--- src/rtl/rsic_fifo.sv ---
// Small first-in first-out queue built from flip-flops.
`timescale 1ns / 1ps
module rsic_fifo #(
    parameter int WIDTH = 8,
    parameter int DEPTH = 2
) (
    input  logic             i_clk,
    input  logic             i_rst_n,
    input  logic             i_push,
    input  logic [WIDTH-1:0] i_data,
    output logic             o_full,
    input  logic             i_pop,
    output logic [WIDTH-1:0] o_data,
    output logic             o_empty
);

    localparam int PW = (DEPTH > 1) ? $clog2(DEPTH) : 1;
    localparam int CW = $clog2(DEPTH + 1);

    logic [WIDTH-1:0] r_mem [DEPTH];
    logic [PW-1:0]    r_wptr, n_wptr;
    logic [PW-1:0]    r_rptr, n_rptr;
    logic [CW-1:0]    r_count, n_count;
    logic             do_push, do_pop;

    assign o_full  = (r_count == CW'(DEPTH));
    assign o_empty = (r_count == '0);
    assign do_push = i_push & ~o_full;
    assign do_pop  = i_pop & ~o_empty;
    assign o_data  = r_mem[r_rptr];

    always_comb begin
        n_wptr  = r_wptr;
        n_rptr  = r_rptr;
        n_count = r_count;
        if (do_push) begin
            n_wptr = (r_wptr == PW'(DEPTH - 1)) ? '0 : r_wptr + 1'b1;
        end
        if (do_pop) begin
            n_rptr = (r_rptr == PW'(DEPTH - 1)) ? '0 : r_rptr + 1'b1;
        end
        if (do_push && !do_pop) begin
            n_count = r_count + 1'b1;
        end else if (do_pop && !do_push) begin
            n_count = r_count - 1'b1;
        end
    end

    always_ff @(posedge i_clk) begin
        if (!i_rst_n) begin
            r_wptr  <= '0;
            r_rptr  <= '0;
            r_count <= '0;
        end else begin
            r_wptr  <= n_wptr;
            r_rptr  <= n_rptr;
            r_count <= n_count;
        end
    end

    always_ff @(posedge i_clk) begin
        if (do_push) begin
            r_mem[r_wptr] <= i_data;
        end
    end

endmodule

--- config.mk ---
export PLATFORM = sky130hd
export DESIGN_NAME = rsic_fifo
export DESIGN_NICKNAME = d
export VERILOG_FILES = /design/src/rtl/rsic_fifo.sv
export SDC_FILE = /design/constraint.sdc
export NUM_CORES = 1
export LEC_CHECK = 0
export BUFFER_PORTS_ARGS = -buffer_cell sky130_fd_sc_hd__buf_2
export CAP_MARGIN = 20
export CORE_MARGIN = 4
export CORE_UTILIZATION = 44
export DETAILED_ROUTE_END_ITERATION = 16
export PLACE_DENSITY = 0.71
export SLEW_MARGIN = 40
export SYNTH_ARGS = -nofsm -noshare
export SYNTH_HDL_FRONTEND = slang
export SYNTH_SLANG_ARGS = --single-unit
--- constraint.sdc ---
create_clock -name i_clk -period 1.4 [get_ports i_clk]
set_input_delay 0.21 -clock i_clk [delete_from_list [all_inputs] [get_ports i_clk]]
set_output_delay 0.21 -clock i_clk [all_outputs]
set_load 0.005 [all_outputs]
==> impl_results.md, run 1 <==
* Status: complete, no violations
* # setup viols final at 0
* Initial antenna violation count at 0
* F_max at 0.722 GHz
* Synth Cell Area at 810 um^2
* Overflow after GRT at 0
* Worst hold endpoint: r_mem[1][1]$_DFFE_PP_
* GRT busiest layer: met2
* Share of cells above drive strength 1 at 59.8%
* HPWL Detailed at 927 um
* Worst Reg-to-Reg Cells at 7
* Vias in the first global route at 519
* Max Cap Violations at 0
* Synth Register Bits at 21
* Antenna Diode Count at 0
* Sequential area share after synthesis at 71.7%
* Num ports at 22
* Core area at 1730 um^2
* Starting Density at 46.9%
* Startpoint types: flip-flop
* Pre-CTS setup slack at -0.00807 ns
* Slew headroom at 87.5%
* Final setup margin at 0.0145 ns
* Final Hold Viols at 0
* Met1 Resource Use GR at 11.7%
* Die H at 50.9 um
* Die X-Extent at 50.9 um
* CP arrival at 1.18 ns
* Net count after synthesis at 63
* H-tree level count at 1
* CTS Buf Count at 3
* Fin nets at 96
* Buffer depth of the longest clock path at 2
* Yosys top cell by area: edfxtp_1
* GRT Util Overall at 11.4%
* Row count at 15
* Detailed-route via count at 494
* Routability cong. at 0.651
* Top cells by area, synth: edfxtp_1 (59%), dfxtp_1 (12%), mux2_2 (11%), and2_1 (2.3%), xnor2_1 (2.2%)
* Final WL at 1.31 mm
* Pre-antenna DRT Iters at 3
* Worst-skew pair later-pin latency at 0.29 ns
* Global-route met3 utilization at 4.37%
* Routed Antenna Nets at 0
* Cells after Synth at 50
* Power density cells at 1730 nW/um^2
* M2 GR Usage at 19.8%
* Vias per inst at 4.62
* R2R Path Start: r_count[0]$_SDFFE_PN0P_
* First-pass GRT wire length at 2.12 mm
* # fillers at 142
* Setup TNS at 0 ns
* HP Start: i_data[1]
* Maximum VDD drop at 966 uV
* CTS tree: built
* WP data required at 1.19 ns
* Area grow syn2layout at 41.3%
* Largest net degree at the start of global routing at 12
* Most frequent cells in the layout: edfxtp_1 (16), buf_2 (14), mux2_4 (8), buf_4 (8), buf_6 (7)
* Clk sink count at 21
* Tcrit/Tclk final at 99.0%
* Setup crit end kind: output pin
* Commonest non-fill, non-tap cell in the layout: edfxtp_1
* Post-synthesis cell type count at 20
* Hold depth at 1
* Worst Skew at 0.00313 ns
* Port Buffers at 21
* Worst R2R Setup Slack at 0.02 ns
* Worst hold-check path type: input pin to flip-flop
* WL/cell at 12.2 um
* Starting DRT DRC Count at 4
* Top cell type's share of synthesized area at 59.4%
* Post-layout min period at 1.39 ns
* RSZ-0062 raised after global routing: yes
* Avg Inst Size Synth at 16.2 um^2
* R2R Path End: r_count[1]$_SDFFE_PN0P_
* LEAKAGE at 0.000469 uW
* Crit Path Max Fanout at 8
* CTS clk-pin slew, worst paths at 0.10 ns
* Worst Tran Pin Value at 0.188 ns
* CTS Root Cell: clkbuf_4
* Die Area at 2590 um^2
* DRC Markers at 0
* Synth warnings at 0
* Design Power at 1980 uW
* Crit Path Class: flip-flop to output pin
* Pins Over Slew Limit at 0
[critical path: stages (launching register included)]
cell	delay, ns
dfxtp_4	0.45
mux2_4	0.32
buf_6	0.12
[cells by family (layout without fill, tap and decap cells)]
family	after synthesis	in the layout	synth area share (%)
AOI/OAI and AO/OA	5	5	4.02
adders and majority gates	1	1	1.55
muxes	8	8	11.1
and+or+nand+nor	9	9	6.80
DFF	21	21	71.7
buffers and inverters	3	35	1.54
xor gates and xnor gates	3	3	3.25
[registers in the layout (all words and copies together) (netlist names), named ones only]
register,count
r_mem,16
r_wptr,1
r_rptr,1
r_count,2
[how the worst max path moves through the flow]
stage               cells after the start  slack (ns)                       to
finish                                  2        0.01                o_data[5]
global route                            2       -0.06                o_data[5]
CTS                                     2       -0.01                o_data[4]
detailed placement                      6      -0.008  r_count[1]$_SDFFE_PN0P_
global placement                        7        0.03  r_count[1]$_SDFFE_PN0P_
floorplan                               6      0.0006  r_count[1]$_SDFFE_PN0P_
[synthesized netlist by cell type]
cell and n:
edfxtp_1 16, mux2_2 8, dfxtp_1 5, and2_1 3, nor2_1 2, xnor2_1 2
a21boi_0 1, a21boi_1 1, and3_1 1, buf_2 1, ha_1 1, inv_1 1
inv_2 1, nand2b_1 1, nor3_2 1, o21a_1 1, o21ai_0 1, o21ai_1 1
or3_1 1, xor2_1 1
[timing repair]
action,in CTS,in global routing
cloned,0,0
hold buffers,0,0
hold endpoints to repair,0,0
pin swaps,0,2
buffers inserted,2,0
setup endpoints to repair,9,10
gates resized for setup,4,21
[through the flow]
stage	instance area, um^2	cells	hold WS [ns]	utilization [%]
global placement	995	101	0.399	57.6
detailed placement	995	101	0.404	57.6
CTS	1050	107	0.0935	60.6
floorplan	818	50	0.309	-
finish	1140	107	0.103	66.2
global route	1140	107	0.0688	66.2
[layout make-up]
class / instances / area [um^2] / share of cell area (%)
tap: 25 / 31.3 / 2.74
inverter: 2 / 10.0 / 0.875
multi-input combinational: 26 / 278 / 24.3
clock buffer: 4 / 26.3 / 2.30
timing repair buffer: 29 / 209 / 18.3
sequential: 21 / 589 / 51.5
[per-layer routing]
metal / wire (um) / vias to the layer above
met1: 538 / 231
met2: 681 / 13
li1: - / 248
met3: 76 / 2
met5: 0 / -
met4: 10 / 0
[where the power goes]
| group | switching, uW | internal, uW |
|---|---|---|
| registers | 96.2 | 812 |
| clock network | 158 | 111 |
| logic | 282 | 521 |
| total | 537 | 1440 |
No activity file was read; power rests on OpenSTA's default activity.
==> run 2, diff against run 1 <==
--- a/config.mk
+++ b/config.mk
@@ -8,9 +8,9 @@
 export BUFFER_PORTS_ARGS = -buffer_cell sky130_fd_sc_hd__buf_2
 export CAP_MARGIN = 20
 export CORE_MARGIN = 4
-export CORE_UTILIZATION = 44
+export CORE_UTILIZATION = 50
 export DETAILED_ROUTE_END_ITERATION = 16
-export PLACE_DENSITY = 0.71
+export PLACE_DENSITY = 0.77
 export SLEW_MARGIN = 40
 export SYNTH_ARGS = -nofsm -noshare
 export SYNTH_HDL_FRONTEND = slang
==> constraint.sdc (replaced) <==
create_clock -name i_clk -period 1.75 [get_ports i_clk]
set_input_delay 0.2625 -clock i_clk [delete_from_list [all_inputs] [get_ports i_clk]]
set_output_delay 0.2625 -clock i_clk [all_outputs]
set_load 0.01 [all_outputs]
==> impl_results.md, run 2 (synthesis results as in run 1) <==
* Status: complete, no violations (unchanged)
* CTS clk-pin slew, worst paths at 0.11 ns (was 0.10 ns)
* HPWL Detailed at 954 um (was 927 um)
* Power density cells at 1410 nW/um^2 (was 1730 nW/um^2)
* Setup crit end kind: output pin (unchanged)
* Share of cells above drive strength 1 at 47.4% (was 59.8%)
* First-pass GRT wire length at 1.70 mm (was 2.12 mm)
* Worst hold-check path type: input pin to flip-flop (unchanged)
* Largest net degree at the start of global routing at 12 (unchanged)
* Commonest non-fill, non-tap cell in the layout: buf_2 (was edfxtp_1)
* Hold depth at 1 (unchanged)
* RSZ-0062 raised after global routing: no (was yes)
* CTS Buf Count at 3 (unchanged)
* Design Power at 1370 uW (was 1980 uW)
* LEAKAGE at 0.000389 uW (was 0.000469 uW)
* Die H at 48.2 um (was 50.9 um)
* F_max at 0.614 GHz
* Pre-CTS setup slack at 0.199 ns (was -0.00807 ns)
* Setup TNS at 0 ns (unchanged)
* Crit Path Class: flip-flop to output pin (unchanged)
* Routability cong. at 0.644 (was 0.651)
* Tcrit/Tclk final at 93.1%
* Die Area at 2330 um^2 (was 2590 um^2)
* Final design utilization at 63.7% (was 66.2%)
* Max reg flops at 16 (unchanged)
* Max Cap Violations at 0 (unchanged)
* R2R Path End: r_count[1]$_SDFFE_PN0P_ (unchanged)
* Slew headroom at 75.5% (was 87.5%)
* WP data required at 1.49 ns (was 1.19 ns)
* Footprint of the multi-input gates at 216 um^2 (was 278 um^2)
* Worst Skew at 0.00635 ns (was 0.00313 ns)
* Die X-Extent at 48.2 um (was 50.9 um)
* Final WL at 1.24 mm (was 1.31 mm)
* Worst R2R Setup Slack at 0.19 ns (was 0.02 ns)
* Final setup margin at 0.121 ns (was 0.0145 ns)
* Row count at 14 (was 15)
* Worst hold endpoint: r_mem[1][7]$_DFFE_PP_ (was r_mem[1][1]$_DFFE_PP_)
* DRC Markers at 0 (unchanged)
* Overflow after GRT at 0 (unchanged)
* H-tree level count at 1 (unchanged)
* Post-CTS Hold Fix Bufs at 0 (unchanged)
* Fin nets at 90 (was 96)
* Area grow syn2layout at 19.9% (was 41.3%)
* Worst Reg-to-Reg Cells at 6 (was 7)
* Vias in the first global route at 421 (was 519)
* CTS Root Cell: clkbuf_4 (unchanged)
* GRT Util Overall at 11.5% (was 11.4%)
* CTS tree: built (unchanged)
* Postcts setup bufs at 0 (was 2)
* Most frequent cells in the layout: buf_2 (21), edfxtp_1 (16), mux2_2 (8) (was edfxtp_1 (16), buf_2 (14), mux2_4 (8), buf_4 (8), buf_6 (7))
* # setup viols final at 0 (unchanged)
* Antenna Diode Count at 0 (unchanged)
* Vias per inst at 5.22 (was 4.62)
* # fillers at 120 (was 142)
* Starting Density at 53.1% (was 46.9%)
* R2R Path Start: r_count[0]$_SDFFE_PN0P_ (unchanged)
* Post-CTS sizing at 0 (was 4)
* Biggest registers after layout: r_mem x16, r_count x2 (unchanged)
* Clk sink count at 21 (unchanged)
* Starting DRT DRC Count at 11 (was 4)
* Core area at 1520 um^2 (was 1730 um^2)
* Routed Antenna Nets at 0 (unchanged)
* Port Buffers at 21 (unchanged)
* Worst Tran Pin Value at 0.368 ns (was 0.188 ns)
* Largest Register: r_mem (unchanged)
* Worst-skew pair later-pin latency at 0.30 ns (was 0.29 ns)
* Initial antenna violation count at 0 (unchanged)
* HP Start: i_data[7] (was i_data[1])
* Buffer depth of the longest clock path at 2 (unchanged)
* Storage cell area at 581 um^2 (was 589 um^2)
* Post-layout min period at 1.63 ns
* Pre-antenna DRT Iters at 2 (was 3)
* Hold WS at 0.144 ns (was 0.103 ns)
* Num ports at 22 (unchanged)
* Crit Path Max Fanout at 8 (unchanged)
* CP arrival at 1.37 ns (was 1.18 ns)
* Pins Over Slew Limit at 0 (unchanged)
* Startpoint types: flip-flop (unchanged)
* WL/cell at 13.5 um (was 12.2 um)
* Maximum VDD drop at 694 uV (was 966 uV)
* Final Hold Viols at 0 (unchanged)
* Detailed-route via count at 480 (was 494)
-- run 2: cell count changes in the layout (fill, tap and decap cells not counted), moves of 2 or more --
cell | before | now
mux2_4 | 8 | 0
dfxtp_1 | 2 | 5
buf_6 | 7 | 0
buf_4 | 8 | 2
buf_2 | 14 | 21
mux2_2 | 0 | 8
dfxtp_4 | 2 | 0
-- run 2: how the worst max path moves through the flow --
stage	start	end	slack, ns	cells past startpoint
floorplan	r_count[0]$_SDFFE_PN0P_	r_count[1]$_SDFFE_PN0P_	0.28	6
global placement	r_count[0]$_SDFFE_PN0P_	r_count[1]$_SDFFE_PN0P_	0.26	6
detailed placement	r_count[0]$_SDFFE_PN0P_	r_count[1]$_SDFFE_PN0P_	0.20	6
CTS	flip-flop	o_data[4]	0.09	2
global route	flip-flop	o_data[4]	0.04	2
finish	flip-flop	o_data[4]	0.12	2
-- run 2: layout make-up --
type                    count  share of cell area (%)
repair buffers             23                    12.4
multi-input cells          26                    22.3
flip-flops and latches     21                    59.8
inverters                   2                   0.773
well taps                  16                    2.06
clock buffers               4                    2.71
-- run 2: stage by stage --
step                      std cells  area, um^2
after CTS                        92         971
final                            92         971
after floorplan                  50         810
after global routing             92         971
after global placement           88         945
after detailed placement         88         945
-- run 2: worst max-delay path, cell delays in order, from the launching register on --
cell and delay [ns]:
dfxtp_1 0.55, mux2_2 0.38, buf_2 0.14
-- run 2: routing by layer --
layer	global-route usage, %	part of all wire (%)	wire, um
met5	0	0	0
met4	9.68	3.0	37
met3	4.43	8.6	107
met2	18.8	49	607
met1	11.4	39	487
-- run 2: report_power, final --
group / internal, uW / switching [uW]
sequential: 636 / 67.1
combinational: 231 / 203
clock: 88.7 / 139
total: 956 / 409
