`config.mk`:
```
export PLATFORM = sky130hd
export DESIGN_NAME = rsic_front
export DESIGN_NICKNAME = d
export VERILOG_FILES = /design/src/rtl/rsic_pkg.sv /design/src/rtl/rsic_fifo.sv /design/src/rtl/rsic_front.sv
export SDC_FILE = /design/constraint.sdc
export NUM_CORES = 1
export LEC_CHECK = 0
export ABC_AREA = 1
export BUFFER_PORTS_ARGS = -buffer_cell sky130_fd_sc_hd__buf_2
export CORE_UTILIZATION = 36
export CTS_BUF_LIST = sky130_fd_sc_hd__clkbuf_4 sky130_fd_sc_hd__clkbuf_8 sky130_fd_sc_hd__clkbuf_16
export DETAILED_ROUTE_END_ITERATION = 10
export GPL_TIMING_DRIVEN = 0
export PLACE_DENSITY = 0.68
export SLEW_MARGIN = 20
export SYNTH_ARGS = -nofsm -noshare
export SYNTH_HDL_FRONTEND = slang
export SYNTH_SLANG_ARGS = --single-unit
```
`constraint.sdc`:
```
create_clock -name i_clk -period 12.1 [get_ports i_clk]
set_input_delay 2.42 -clock i_clk [delete_from_list [all_inputs] [get_ports i_clk]]
set_output_delay 2.42 -clock i_clk [all_outputs]
set_load 0.05 [all_outputs]
```
`src/rtl/rsic_pkg.sv`:
```
// Shared opcodes, item classes and payload types of the instruction core.
`timescale 1ns / 1ps
package rsic_pkg;

    localparam logic [5:0] OP_RTYPE = 6'h00;
    localparam logic [5:0] OP_J     = 6'h02;
    localparam logic [5:0] OP_BEQ   = 6'h04;
    localparam logic [5:0] OP_ADDIU = 6'h09;
    localparam logic [5:0] OP_LW    = 6'h23;
    localparam logic [5:0] OP_SW    = 6'h2B;

    localparam logic [5:0] FN_ADDU = 6'h21;
    localparam logic [5:0] FN_SUBU = 6'h23;
    localparam logic [5:0] FN_AND  = 6'h24;
    localparam logic [5:0] FN_OR   = 6'h25;
    localparam logic [5:0] FN_NOR  = 6'h27;

    localparam logic [31:0] HALT_WORD      = 32'hFFFF_FFFF;
    localparam logic [31:0] PC_REGION_MASK = 32'hF000_0000;
    localparam logic [31:0] SEXT_HIGH      = 32'hFFFF_0000;

    localparam logic [1:0] CMD_EXEC      = 2'd0;
    localparam logic [1:0] CMD_LOAD_BYTE = 2'd1;
    localparam logic [1:0] CMD_READ_BYTE = 2'd2;
    localparam logic [1:0] CMD_READ_REG  = 2'd3;

    // Class given to each item by the front end.
    typedef logic [3:0] t_kind;
    localparam t_kind K_NOP   = 4'd0;
    localparam t_kind K_ALU   = 4'd1;
    localparam t_kind K_ADDIU = 4'd2;
    localparam t_kind K_LW    = 4'd3;
    localparam t_kind K_SW    = 4'd4;
    localparam t_kind K_BEQ   = 4'd5;
    localparam t_kind K_J     = 4'd6;
    localparam t_kind K_HALT  = 4'd7;
    localparam t_kind K_LDB   = 4'd8;
    localparam t_kind K_RDB   = 4'd9;
    localparam t_kind K_RDR   = 4'd10;

    typedef struct packed {
        t_kind       kind;
        logic [31:0] instr;
        logic [15:0] baddr;
        logic [7:0]  bval;
        logic [4:0]  ridx;
    } t_item;

    typedef struct packed {
        logic [31:0] next_pc;
        logic        halted;
        logic        reg_write;
        logic [4:0]  reg_dest;
        logic [31:0] reg_value;
        logic [31:0] read_data;
    } t_res;

    localparam int ITEM_W = $bits(t_item);
    localparam int RES_W  = $bits(t_res);

    function automatic logic [31:0] sext16(input logic [15:0] v);
        return v[15] ? (SEXT_HIGH | {16'b0, v}) : {16'b0, v};
    endfunction

endpackage

```
`src/rtl/rsic_fifo.sv`:
```
// Small first-in first-out queue built from flip-flops.
`timescale 1ns / 1ps
module rsic_fifo #(
    parameter int WIDTH = 8,
    parameter int DEPTH = 2
) (
    input  logic             i_clk,
    input  logic             i_rst_n,
    input  logic             i_push,
    input  logic [WIDTH-1:0] i_data,
    output logic             o_full,
    input  logic             i_pop,
    output logic [WIDTH-1:0] o_data,
    output logic             o_empty
);

    localparam int PW = (DEPTH > 1) ? $clog2(DEPTH) : 1;
    localparam int CW = $clog2(DEPTH + 1);

    logic [WIDTH-1:0] r_mem [DEPTH];
    logic [PW-1:0]    r_wptr, n_wptr;
    logic [PW-1:0]    r_rptr, n_rptr;
    logic [CW-1:0]    r_count, n_count;
    logic             do_push, do_pop;

    assign o_full  = (r_count == CW'(DEPTH));
    assign o_empty = (r_count == '0);
    assign do_push = i_push & ~o_full;
    assign do_pop  = i_pop & ~o_empty;
    assign o_data  = r_mem[r_rptr];

    always_comb begin
        n_wptr  = r_wptr;
        n_rptr  = r_rptr;
        n_count = r_count;
        if (do_push) begin
            n_wptr = (r_wptr == PW'(DEPTH - 1)) ? '0 : r_wptr + 1'b1;
        end
        if (do_pop) begin
            n_rptr = (r_rptr == PW'(DEPTH - 1)) ? '0 : r_rptr + 1'b1;
        end
        if (do_push && !do_pop) begin
            n_count = r_count + 1'b1;
        end else if (do_pop && !do_push) begin
            n_count = r_count - 1'b1;
        end
    end

    always_ff @(posedge i_clk) begin
        if (!i_rst_n) begin
            r_wptr  <= '0;
            r_rptr  <= '0;
            r_count <= '0;
        end else begin
            r_wptr  <= n_wptr;
            r_rptr  <= n_rptr;
            r_count <= n_count;
        end
    end

    always_ff @(posedge i_clk) begin
        if (do_push) begin
            r_mem[r_wptr] <= i_data;
        end
    end

endmodule

```
`src/rtl/rsic_front.sv`:
```
// Front end: takes items, classifies them and queues them for execution.
`timescale 1ns / 1ps
module rsic_front
    import rsic_pkg::*;
(
    input  logic        i_clk,
    input  logic        i_rst_n,
    input  logic        i_push,
    input  logic        i_hold,
    output logic        o_full,
    input  logic [1:0]  i_cmd,
    input  logic [31:0] i_instruction,
    input  logic [15:0] i_byte_address,
    input  logic [7:0]  i_byte_value,
    input  logic [4:0]  i_reg_index,
    output t_item       o_head,
    output logic        o_valid,
    input  logic        i_pop
);

    t_kind kind;
    t_item new_item;
    logic  q_full;
    logic  q_empty;
    logic [5:0] op;
    logic [5:0] fn;

    assign op = i_instruction[31:26];
    assign fn = i_instruction[5:0];

    always_comb begin
        kind = K_NOP;
        case (i_cmd)
            CMD_LOAD_BYTE: kind = K_LDB;
            CMD_READ_BYTE: kind = K_RDB;
            CMD_READ_REG:  kind = K_RDR;
            default: begin
                if (i_instruction == HALT_WORD) begin
                    kind = K_HALT;
                end else begin
                    case (op)
                        OP_RTYPE: begin
                            if (fn inside {FN_ADDU, FN_SUBU, FN_AND, FN_OR, FN_NOR}) begin
                                kind = K_ALU;
                            end
                        end
                        OP_J:     kind = K_J;
                        OP_BEQ:   kind = K_BEQ;
                        OP_ADDIU: kind = K_ADDIU;
                        OP_LW:    kind = K_LW;
                        OP_SW:    kind = K_SW;
                        default:  kind = K_NOP;
                    endcase
                end
            end
        endcase
    end

    assign new_item = '{kind:  kind,
                        instr: i_instruction,
                        baddr: i_byte_address,
                        bval:  i_byte_value,
                        ridx:  i_reg_index};

    // While memory is being cleared the queue takes nothing.
    assign o_full  = q_full | i_hold;
    assign o_valid = ~q_empty;

    rsic_fifo #(
        .WIDTH(ITEM_W),
        .DEPTH(2)
    ) u_queue (
        .i_clk  (i_clk),
        .i_rst_n(i_rst_n),
        .i_push (i_push & ~i_hold),
        .i_data (new_item),
        .o_full (q_full),
        .i_pop  (i_pop),
        .o_data (o_head),
        .o_empty(q_empty)
    );

endmodule

```
==> summary.md, run 1 <==
| Metric | Value |
|---|---|
| Fillers | around 1,300 |
| Total negative slack | 0 ns |
| Number of synthesized flops with an enable pin | 130 |
| Worst path bufs/invs | 3 |
| # hold bufs at CTS | 0 |
| WS Path Type | in -> out |
| F_max | between 0.15 and 0.2 GHz |
| Worst r2r src | u_queue.r_count[0]$_SDFFE_PN0P_ |
| Crit path launch type | input pin |
| Min-Delay Path Depth | 2 |
| Largest stage delay on the critical path | about 0.25 ns |
| Resized cells post-CTS | 0 |
| CP cell instances | buf_2 > inv_2 > nand2_1 > buf_2 |
| TritonCTS Buffers | 17 |
| Largest net degree at the start of global routing | 27 |
| PortBufs | around 130 |
| Hpwl dp | 7.21 mm |
| Core Region | 14,600 µm² |
| NetSw | around 0.42 mW |
| Peak VDD IR | 0.0000989 V |
| Pint | slightly below 1 mW |
| Clock Skews | between 0.005 and 0.006 ns |
| Hold wc startpoint | u_queue.r_rptr$_SDFFE_PN0P_ |
| Reg2reg path depth | 6 |
| Relative slew slack | roughly four fifths |
| Async S/R FF share, synth | 0% |
| Critical path's slowest cell | buf_2 |
| Failing checks | design-rule violations |
| Main synth FF type | edfxtp_1 |
| Yosys Warn Count | 0 |
| Setup slack after layout | a little under 7 ns |
| CP arrival | roughly 2.8 ns |
| Area contributors post-synth | edfxtp_1, mux2_4, mux2_1, nand2_1, dfxtp_1 |
| Drt drc | 18 |
| Pwr Density | a little under 200 nW/µm² |
| Combinational Power Share | around 24% |
| Slew of the pin with the lowest slew margin | 0.318 ns |
| Ports | 135 |
| Final WL | around 10 mm |
| 1st-pass router iterations | 7 |
| CP top delay family | buffers and inverters |
| Reg2reg setup slack | ~10 ns |
| Routed wire length per instance | roughly 15 µm |
| Via count | approximately 3,000 |
| RePlAce Congestion | 0.775 |
| CTS Root Buffer Type | clkbuf_16 |
| Final period utilization | between 40% and 50% |
| CP Data Required Time | between 9 and 10 ns |
| Static Leakage | 2.82 nW |
| Register share of total power | between 30% and 40% |
| Max Cap Viol | 0 |
| Area fraction of the dominant cell type after synthesis | between 70 and 80% |
| Synth-to-Final Area Change | 30.5% |
| Most frequent cells after synthesis | edfxtp_1, mux2_4, nand2_1, nor2_1, inv_1 |
| Register bit total from synthesis | 135 |
| Top cell type by total area after synthesis | edfxtp_1 |
| Hold endpoint | u_queue.r_rptr$_SDFFE_PN0P_ |
| RR Endpoint | u_queue.r_mem[1][47]$_DFFE_PP_ |
| Clock slew at reported path FFs | around 0.050 ns |
| Cell variety after synth | 16 |
| Vias per cell | 4.58 |
| Switching share of power | between 20% and 30% |
| Vias in the first global route | about 3,300 |
| Layout net count | about 540 |
| CTS tree | yes |
| Setup bufs post-CTS | 0 |
| Final setup violating endpoints | 0 |
| Post-Syn Instances | between 300 and 400 |
| Die area | 15,600 µm² |
| Sequential element share of the synthesized area | between 70 and 80% |
| Clock sinks | between 100 and 150 |
| Syn_nets | 380 |
| Longest Clk Path Bufs | 2 |
| Slew Viols, Final | 0 |
| Layout cells sized above 1 | just under 50% |
| Die Span Y | around 120 µm |
| Final min period | 5.25 ns |
| Top-count cell post-synth | edfxtp_1 |
| Clock power frac | between 30 and 40% |
| Setup crit end kind | output pin |
| First-pass GRT wire length | between 15 and 20 mm |
| Crit-path most repeated cell | buf_2 |
| Mapped Avg Cell Area | between 15 and 20 µm² |
| GRT Overall Usage | between 10% and 20% |
| Post-Place Setup Slack | between 6 and 7 ns |
| Crit Path Max Fanout | 2 |
| Initial Utilization | around 37% |
| CTS H-tree depth | 4 |
| Initial antenna violation count | 0 |
| Final hold vios | 0 |
| Unrepaired setup endpoints after global routing | false |
| Row Count | 44 |
| Diode count | 0 |
| Synthesized area | roughly 5400 µm² |
| Initial DRC count | between 150 and 200 |
| Die width | 125 µm |
| Gr ovfl total | 0 |
| Worst-Skew Late Latency | slightly above 0.4 ns |
| Outcome | complete, but fails checks |
| Hold WC Path Type | reg -> reg |
| Detail Route Antenna Nets | 0 |
==> area by class of cell <==
cell class / instances / area [µm²] / area share [%]
clock inverter: 14 / 159 / 2.24
multi-input combinational: 151 / 1300 / 18.4
tap: 184 / 230 / 3.25
clock buffer: 18 / 433 / 6.11
buffer: 7 / 72.6 / 1.02
timing repair buffer: 140 / 821 / 11.6
sequential: 135 / 4000 / 56.5
inverter: 18 / 67.6 / 0.953
==> worst reg2reg max path, stage by stage (launching register included) <==
cell	delay, ns
dfxtp_1	0.32
inv_2	0.06
nand2_1	0.07
nand3_1	0.23
nor2_4	0.32
buf_16	0.22
buf_16	0.18
==> worst max path at each step <==
| stage | startpoint | end | slack [ns] | depth (start not counted) |
|---|---|---|---|---|
| floorplan | i_hold | u_queue.r_mem[0][0]$_DFFE_PP_ | 6.27 | 3 |
| global placement | i_hold | u_queue.r_mem[0][1]$_DFFE_PP_ | 4.54 | 4 |
| detailed placement | i_hold | o_full | 6.84 | 4 |
| CTS | i_hold | o_full | 6.84 | 4 |
| global route | i_hold | o_full | 6.82 | 4 |
| finish | i_hold | o_full | 6.85 | 4 |
==> cell usage in the layout, fill, tap and decap left out <==
cell type,count
buf_2,135
edfxtp_1,130
mux2_4,50
nand2_1,39
nor2_1,20
clkbuf_16,17
inv_1,16
mux2_1,15
nand3_1,7
a21oi_1,7
buf_6,6
o21ai_1,5
dfxtp_1,5
clkinvlp_4,5
nor2_2,4
buf_16,4
clkinv_2,3
bufinv_16,3
inv_2,2
nor2_4,2
clkinv_1,2
buf_12,2
nand2_2,1
ha_1,1
clkbuf_4,1
clkinv_4,1
==> power by group through the flow <==
stage	registers (mW)	logic [mW]	clock network (mW)
6_report	0.552	0.336	0.508
2_1_floorplan	0.562	0.262	0
3_5_place_dp	0.562	0.340	0
4_1_cts	0.552	0.341	0.521
5_1_grt	0.554	0.354	0.540
3_3_place_gp	0.565	0.327	0
==> sequential cells by signal, summed over array words and instances (netlist names), named ones only <==
register / cells
u_queue.r_count: 2
u_queue.r_rptr: 1
u_queue.r_mem: 130
u_queue.r_wptr: 1
==> per-stage QoR <==
| step | std cells | util [%] | power, mW | cell area (µm²) | hold slack, ns |
|---|---|---|---|---|---|
| 5_1_grt | 667 | 48.4 | 1.45 | 7090 | 0.513 |
| 2_1_floorplan | 311 | - | 0.824 | 5430 | 0.453 |
| 4_1_cts | 667 | 48.4 | 1.41 | 7090 | 0.481 |
| 3_5_place_dp | 635 | 44.4 | 0.902 | 6500 | 0.472 |
| 3_3_place_gp | 629 | 43.2 | 0.892 | 6330 | 0.463 |
| 6_report | 667 | 48.4 | 1.40 | 7090 | 0.475 |
==> metal layers <==
| metal | track usage [%] | share of wire, % |
|---|---|---|
| met5 | 0 | 0 |
| met4 | 7.46 | 2.7 |
| met3 | 5.24 | 7.4 |
| met2 | 23.2 | 50 |
| met1 | 14.9 | 40 |
==> logic make-up after synthesis <==
logic type               after synthesis  synth area share, %
buffers and inverters                 25                 2.58
multiplexers                          65                 16.9
AO/OA/AOI/OAI                         12                 1.11
flip-flops                           135                 73.7
AND/OR/NAND/NOR                       73                 5.44
adder cells (fa/ha/maj)                1                0.230
No activity file was read; power rests on OpenSTA's default activity.
==> run 2: changes to the inputs <==
PLACE_DENSITY = 0.7   (was 0.68)
clock period = 4.3 ns   (was 12.1 ns; I/O delays follow)
==> summary.md, run 2 (same netlist as run 1, synthesis figures left out) <==
| Metric | Value |
|---|---|
| Slew of the pin with the lowest slew margin | 0.776 ns (was 0.318 ns) |
| Clock Skews | 0.00587 ns (was 0.00557 ns) |
| Reg2reg setup slack | 2.34 ns (was 10.41 ns) |
| Row Count | 44 (unchanged) |
| Initial antenna violation count | 0 (unchanged) |
| Most common cell after layout, fill and taps aside | buf_2 (unchanged) |
| CTS Root Buffer Type | clkbuf_16 (unchanged) |
| Clock sinks | 135 (unchanged) |
| Final hold vios | 0 (unchanged) |
| Largest regs | u_queue.r_mem x130, u_queue.r_count x2 (unchanged) |
| Relative slew slack | 48.1% (was 78.7%) |
| Switching share of power | 30.8% (was 29.9%) |
| Setup bufs post-CTS | 0 (unchanged) |
| Initial Utilization | 37.1% (unchanged) |
| Final setup violating endpoints | 0 (unchanged) |
| Gr ovfl total | 0 (unchanged) |
| NetSw | 1.13 mW (was 0.417 mW) |
| Diode count | 0 (unchanged) |
| Routed wire length per instance | 15.2 µm (about the same) |
| Unrepaired setup endpoints after global routing | false (unchanged) |
| Vias per cell | 4.63 (was 4.58) |
| Die area | 15,600 µm² (unchanged) |
| Longest Clk Path Bufs | 2 (unchanged) |
| Peak VDD IR | 0.000266 V (was 0.0000989 V) |
| Hold WC Path Type | reg -> reg (unchanged) |
| CP cell instances | buf_6 > buf_6 > mux2_4 > buf_2 (was buf_2 > inv_2 > nand2_1 > buf_2) |
| Detail Route Antenna Nets | 0 (unchanged) |
| Initial DRC count | 157 (was 159) |
| Critical path endpoint | o_head[63] (was o_full) |
| CTS tree | yes (unchanged) |
| Register share of total power | 42.3% (was 39.5%) |
| Die width | 125 µm (unchanged) |
| Slew Viols, Final | 0 (unchanged) |
| TritonCTS Buffers | 17 (unchanged) |
| Pint | 2.55 mW (was 0.979 mW) |
| Final WL | 10.1 mm (about the same) |
| DP Area | 6440 µm² (was 6500 µm²) |
| Outcome | complete, but fails checks (unchanged) |
| Worst-Skew Late Latency | 0.41 ns (about the same) |
| CP Data Required Time | 3.44 ns (was 9.68 ns) |
| Largest stage delay on the critical path | 0.34 ns (was 0.25 ns) |
| Via count | 3,059 (was 3,053) |
| Final period utilization | 59.5% |
| Crit-path most repeated cell | buf_6 (was buf_2) |
| Largest net degree at the start of global routing | 27 (unchanged) |
| Post-route design area | 6920 µm² (was 7090 µm²) |
| Reg2reg path depth | 5 (was 6) |
| # hold bufs at CTS | 0 (unchanged) |
| Die Span Y | 125 µm (unchanged) |
| CTS H-tree depth | 4 (unchanged) |
| RR Endpoint | u_queue.r_mem[1][0]$_DFFE_PP_ (was u_queue.r_mem[1][47]$_DFFE_PP_) |
| Reg with most FFs | u_queue.r_mem (unchanged) |
| WL met1 | 4.17 mm (was 4.07 mm) |
| F_max | ~0.4 GHz |
| Final min period | 2.56 ns |
| WS Path Type | reg -> out (was in -> out) |
| Metal3 WL | 775 µm (was 748 µm) |
| First-pass GRT wire length | 16.2 mm (was 16.1 mm) |
| Static Leakage | 2.75 nW (was 2.82 nW) |
| Pwr Density | 532 nW/µm² (was 197 nW/µm²) |
| 1st-pass router iterations | 7 (unchanged) |
| Worst path bufs/invs | 3 (unchanged) |
| Combinational Power Share | 25.5% (was 24.1%) |
| Post-layout util | 47.2% (was 48.4%) |
| Crit path launch type | flip-flop (was input pin) |
| Ports | 135 (unchanged) |
| Total Power | 3.68 mW (was 1.40 mW) |
| RePlAce Congestion | 0.808 (was 0.775) |
| Hold wc startpoint | u_queue.r_rptr$_SDFFE_PN0P_ (unchanged) |
| Setup crit end kind | output pin (unchanged) |
| Stages on the worst setup path | 4 (unchanged) |
| Commonest cells after routing, fill and taps aside | buf_2, edfxtp_1, mux2_4 (unchanged) |
| Max FFs per register | 130 (unchanged) |
| Clock power frac | 32.2% (was 36.4%) |
| Routed met2 length | 4.99 mm (was 5.02 mm) |
| Failing checks | design-rule violations (unchanged) |
| Critical path's slowest cell | dfxtp_1 (was buf_2) |
| Max Cap Viol | 0 (unchanged) |
| Drt drc | 24 (was 18) |
| CP arrival | 1.70 ns (was 2.83 ns) |
| Resized cells post-CTS | 0 (unchanged) |
| WHS | 0.475 ns (about the same) |
| Layout cells sized above 1 | 47.0% (was 48.9%) |
| Clock slew at reported path FFs | 0.05 ns (about the same) |
| CP top delay family | buffers and inverters (unchanged) |
| Worst r2r src | u_queue.r_count[0]$_SDFFE_PN0P_ (unchanged) |
| Crit Path Max Fanout | 10 (was 2) |
| Hpwl dp | 7.09 mm (was 7.21 mm) |
| Synth-to-Final Area Change | 27.4% (was 30.5%) |
| PortBufs | 134 (unchanged) |
| Vias in the first global route | 3,306 (was 3,295) |
| GRT Overall Usage | 14.0% (was 13.7%) |
| Total negative slack | 0 ns (unchanged) |
| Highest routed layer | met4 (unchanged) |
| Layout net count | 537 (was 539) |
| Core Region | 14,600 µm² (unchanged) |
## run 2: cell types whose count changed in the layout (fill, tap and decap cells not counted), sizes merged
cell / change
bufinv: -3
buf: -2
clkinvlp: -4
clkinv: +3
## run 2: final cells by class
class,count,area [µm²]
Buffer,7,72.6
Clock buffer,18,433
Clock inverter,10,42.5
Fill cell,1284,7730
Inverter,18,67.6
Multi-Input combinational cell,151,1300
Sequential cell,135,4000
Tap cell,184,230
Timing Repair Buffer,138,766
## run 2: metrics by stage
stage	cells	setup WS [ns]
2_1_floorplan	311	0.0316
3_3_place_gp	629	-1.64
3_5_place_dp	633	1.71
4_1_cts	661	1.69
5_1_grt	661	1.66
6_report	661	1.74
## run 2: how the worst min path moves through the flow
| stage | to | slack [ns] | cells past startpoint |
|---|---|---|---|
| floorplan | flip-flop | 0.45 | 2 |
| global route | u_queue.r_rptr$_SDFFE_PN0P_ | 0.52 | 2 |
| CTS | u_queue.r_rptr$_SDFFE_PN0P_ | 0.48 | 2 |
| global placement | u_queue.r_rptr$_SDFFE_PN0P_ | 0.46 | 2 |
| finish | u_queue.r_rptr$_SDFFE_PN0P_ | 0.47 | 2 |
| detailed placement | u_queue.r_rptr$_SDFFE_PN0P_ | 0.47 | 2 |
## run 2: power groups by stage
| stage | clock [mW] | combinational (mW) | sequential (mW) |
|---|---|---|---|
| 4_1_cts | 1.22 | 0.952 | 1.55 |
| 3_3_place_gp | 0 | 0.919 | 1.59 |
| 3_5_place_dp | 0 | 0.950 | 1.58 |
| 2_1_floorplan | 0 | 0.737 | 1.58 |
| 6_report | 1.18 | 0.939 | 1.55 |
| 5_1_grt | 1.27 | 0.992 | 1.56 |
## run 2: metal layers
layer,global-route usage [%],up-vias
met5,0,-
met4,5.09,0
met3,6.19,13
met2,23.9,115
met1,15.4,1467
li1,-,1464
## run 2: tightest hold or removal path, cell delays in order, from the launching register on
cell and delay [ns]:
dfxtp_1 0.29, inv_1 0.07, a21oi_1 0.06
==> run 3: changes to the inputs <==
clock period = 2.3 ns   (was 4.3 ns; I/O delays follow)
==> summary.md, run 3 (same netlist as run 1, synthesis figures left out) <==
| Metric | Value |
|---|---|
| Outcome | complete, but fails checks (unchanged) |
| Failing checks | design-rule violations (unchanged) |
| Fillers | 1,263 (was 1,284) |
| Reg2reg setup slack | 0.32 ns (was 2.34 ns) |
| Setup slack after layout | 0.148 ns (was 1.74 ns) |
| Initial antenna violation count | 0 (unchanged) |
| Routed wire length per instance | 15.4 µm (was 15.2 µm) |
| Synth-to-Final Area Change | 31.2% (was 27.4%) |
| Peak VDD IR | 0.000552 V (was 0.000266 V) |
| Pwr Density | 1070 nW/µm² (was 532 nW/µm²) |
| GRT Overall Usage | 14.0% (about the same) |
| Final min period | around 2.2 ns |
| Largest net degree at the start of global routing | 26 (was 27) |
| Setup crit end kind | output pin (unchanged) |
| Hold wc startpoint | i_byte_address[2] (was u_queue.r_rptr$_SDFFE_PN0P_) |
| Crit Path Max Fanout | 10 (unchanged) |
| Final setup violating endpoints | 0 (unchanged) |
| First-pass GRT wire length | 16.0 mm (was 16.2 mm) |
| Relative slew slack | 48.3% (was 48.1%) |
| Slew Viols, Final | 0 (unchanged) |
| Detail Route Antenna Nets | 0 (unchanged) |
| Register area | 4000 µm² (unchanged) |
| Final period utilization | 93.6% |
| Resized cells post-CTS | 0 (unchanged) |
| Initial Utilization | 37.1% (unchanged) |
| Die area | 15,600 µm² (unchanged) |
| Area of the multi-input gates | 1300 µm² (unchanged) |
| Commonest cells after routing, fill and taps aside | buf_2, edfxtp_1, mux2_4 (unchanged) |
| Total negative slack | 0 ns (unchanged) |
| Core Region | 14,600 µm² (unchanged) |
| Diode count | 0 (unchanged) |
| Worst r2r src | u_queue.r_count[0]$_SDFFE_PN0P_ (unchanged) |
| Post-Place Setup Slack | 0.151 ns (was 1.71 ns) |
| PortBufs | 134 (unchanged) |
| Gr ovfl total | 0 (unchanged) |
| Die Span Y | 125 µm (unchanged) |
| Static Leakage | 2.84 nW (was 2.75 nW) |
| Die width | 125 µm (unchanged) |
| Final WL | 10.3 mm (was 10.1 mm) |
| Hold endpoint | u_queue.r_mem[1][15]$_DFFE_PP_ (was u_queue.r_rptr$_SDFFE_PN0P_) |
| CP Data Required Time | 1.84 ns (was 3.44 ns) |
| RR Endpoint | u_queue.r_mem[0][3]$_DFFE_PP_ (was u_queue.r_mem[1][0]$_DFFE_PP_) |
| 1st-pass router iterations | 7 (unchanged) |
| Vias per cell | 4.61 (was 4.63) |
| Initial DRC count | 151 (was 157) |
| Drt drc | 18 (was 24) |
| Ports | 135 (unchanged) |
| WS Path Type | reg -> out (unchanged) |
| Longest Clk Path Bufs | 2 (unchanged) |
| Max FFs per register | 130 (unchanged) |
| Crit path launch type | flip-flop (unchanged) |
| CP arrival | 1.69 ns (was 1.70 ns) |
| RePlAce Congestion | 0.816 (was 0.808) |
| Via count | 3,068 (was 3,059) |
| Worst-Skew Late Latency | 0.42 ns (was 0.41 ns) |
| Unrepaired setup endpoints after global routing | false (unchanged) |
| CTS Root Buffer Type | clkbuf_16 (unchanged) |
| Clock slew at reported path FFs | 0.06 ns (was 0.05 ns) |
| CTS H-tree depth | 4 (unchanged) |
| Layout net count | 538 (was 537) |
| Setup bufs post-CTS | 0 (unchanged) |
| F_max | 0.465 GHz |
| Reg with most FFs | u_queue.r_mem (unchanged) |
| Slew of the pin with the lowest slew margin | 0.774 ns (was 0.776 ns) |
| Reg2reg path depth | 5 (unchanged) |
| Layout cells sized above 1 | 48.5% (was 47.0%) |
| Row Count | 44 (unchanged) |
| # hold bufs at CTS | 0 (unchanged) |
| CTS tree | yes (unchanged) |
| Hpwl dp | 7.34 mm (was 7.09 mm) |
| Most common cell after layout, fill and taps aside | buf_2 (unchanged) |
| Min-Delay Path Depth | 1 (was 2) |
| Hold WC Path Type | in -> reg (was reg -> reg) |
| Final hold vios | 0 (unchanged) |
| Largest regs | u_queue.r_mem x130, u_queue.r_count x2 (unchanged) |
| Clock Skews | 0.0131 ns (was 0.00587 ns) |
| Clock sinks | 135 (unchanged) |
| Vias in the first global route | 3,240 (was 3,306) |
| Max Cap Viol | 0 (unchanged) |
| TritonCTS Buffers | 17 (unchanged) |
[run 3: layout make-up]
type                       count  area share [%]
clock inverter                15            3.26
tap                          184            3.23
buffer                         7            1.02
timing repair buffer         139            11.1
sequential                   135            56.2
clock buffer                  17            5.97
multi-input combinational    151            18.3
inverter                      18           0.948
[run 3: worst max-delay path by stage]
stage | startpoint | end | slack, ns | cells past startpoint
after CTS | flip-flop | o_head[29] | 0.10 | 4
after global routing | flip-flop | o_head[63] | 0.05 | 4
after global placement | i_hold | u_queue.r_mem[0][3]$_DFFE_PP_ | -1.65 | 4
final | flip-flop | o_head[29] | 0.15 | 4
after detailed placement | i_hold | u_queue.r_mem[0][3]$_DFFE_PP_ | 0.15 | 5
after floorplan | i_hold | u_queue.r_mem[1][0]$_DFFE_PP_ | -0.51 | 3
[run 3: through the flow]
| step | power (mW) | instance area [µm²] | hold WS (ns) | cells | utilization [%] |
|---|---|---|---|---|---|
| floorplan | 4.33 | 5440 | 0.453 | 311 | - |
| global placement | 4.68 | 6340 | 0.464 | 629 | 43.3 |
| detailed placement | 4.74 | 6470 | 0.469 | 634 | 44.2 |
| CTS | 7.74 | 7130 | 0.213 | 666 | 48.7 |
| global route | 7.91 | 7130 | 0.212 | 666 | 48.7 |
| finish | 7.66 | 7130 | 0.226 | 666 | 48.7 |
[run 3: layer usage]
layer / routed length [µm] / global-route usage [%]
met3: 780 / 5.20
met5: 0 / 0
met2: 5230 / 24.4
met4: 173 / 7.60
met1: 4100 / 14.6
[run 3: report_power, final]
part	internal [mW]	switching, mW	total, mW
clock network	2.01	0.979	2.99
logic	0.572	1.19	1.76
registers	2.87	0.0374	2.90
total	5.45	2.20	7.66
[run 3: critical path: stages (launching register included)]
cell     delay, ns
dfxtp_1       0.34
buf_6         0.18
buf_6         0.20
mux2_4        0.32
buf_2         0.21
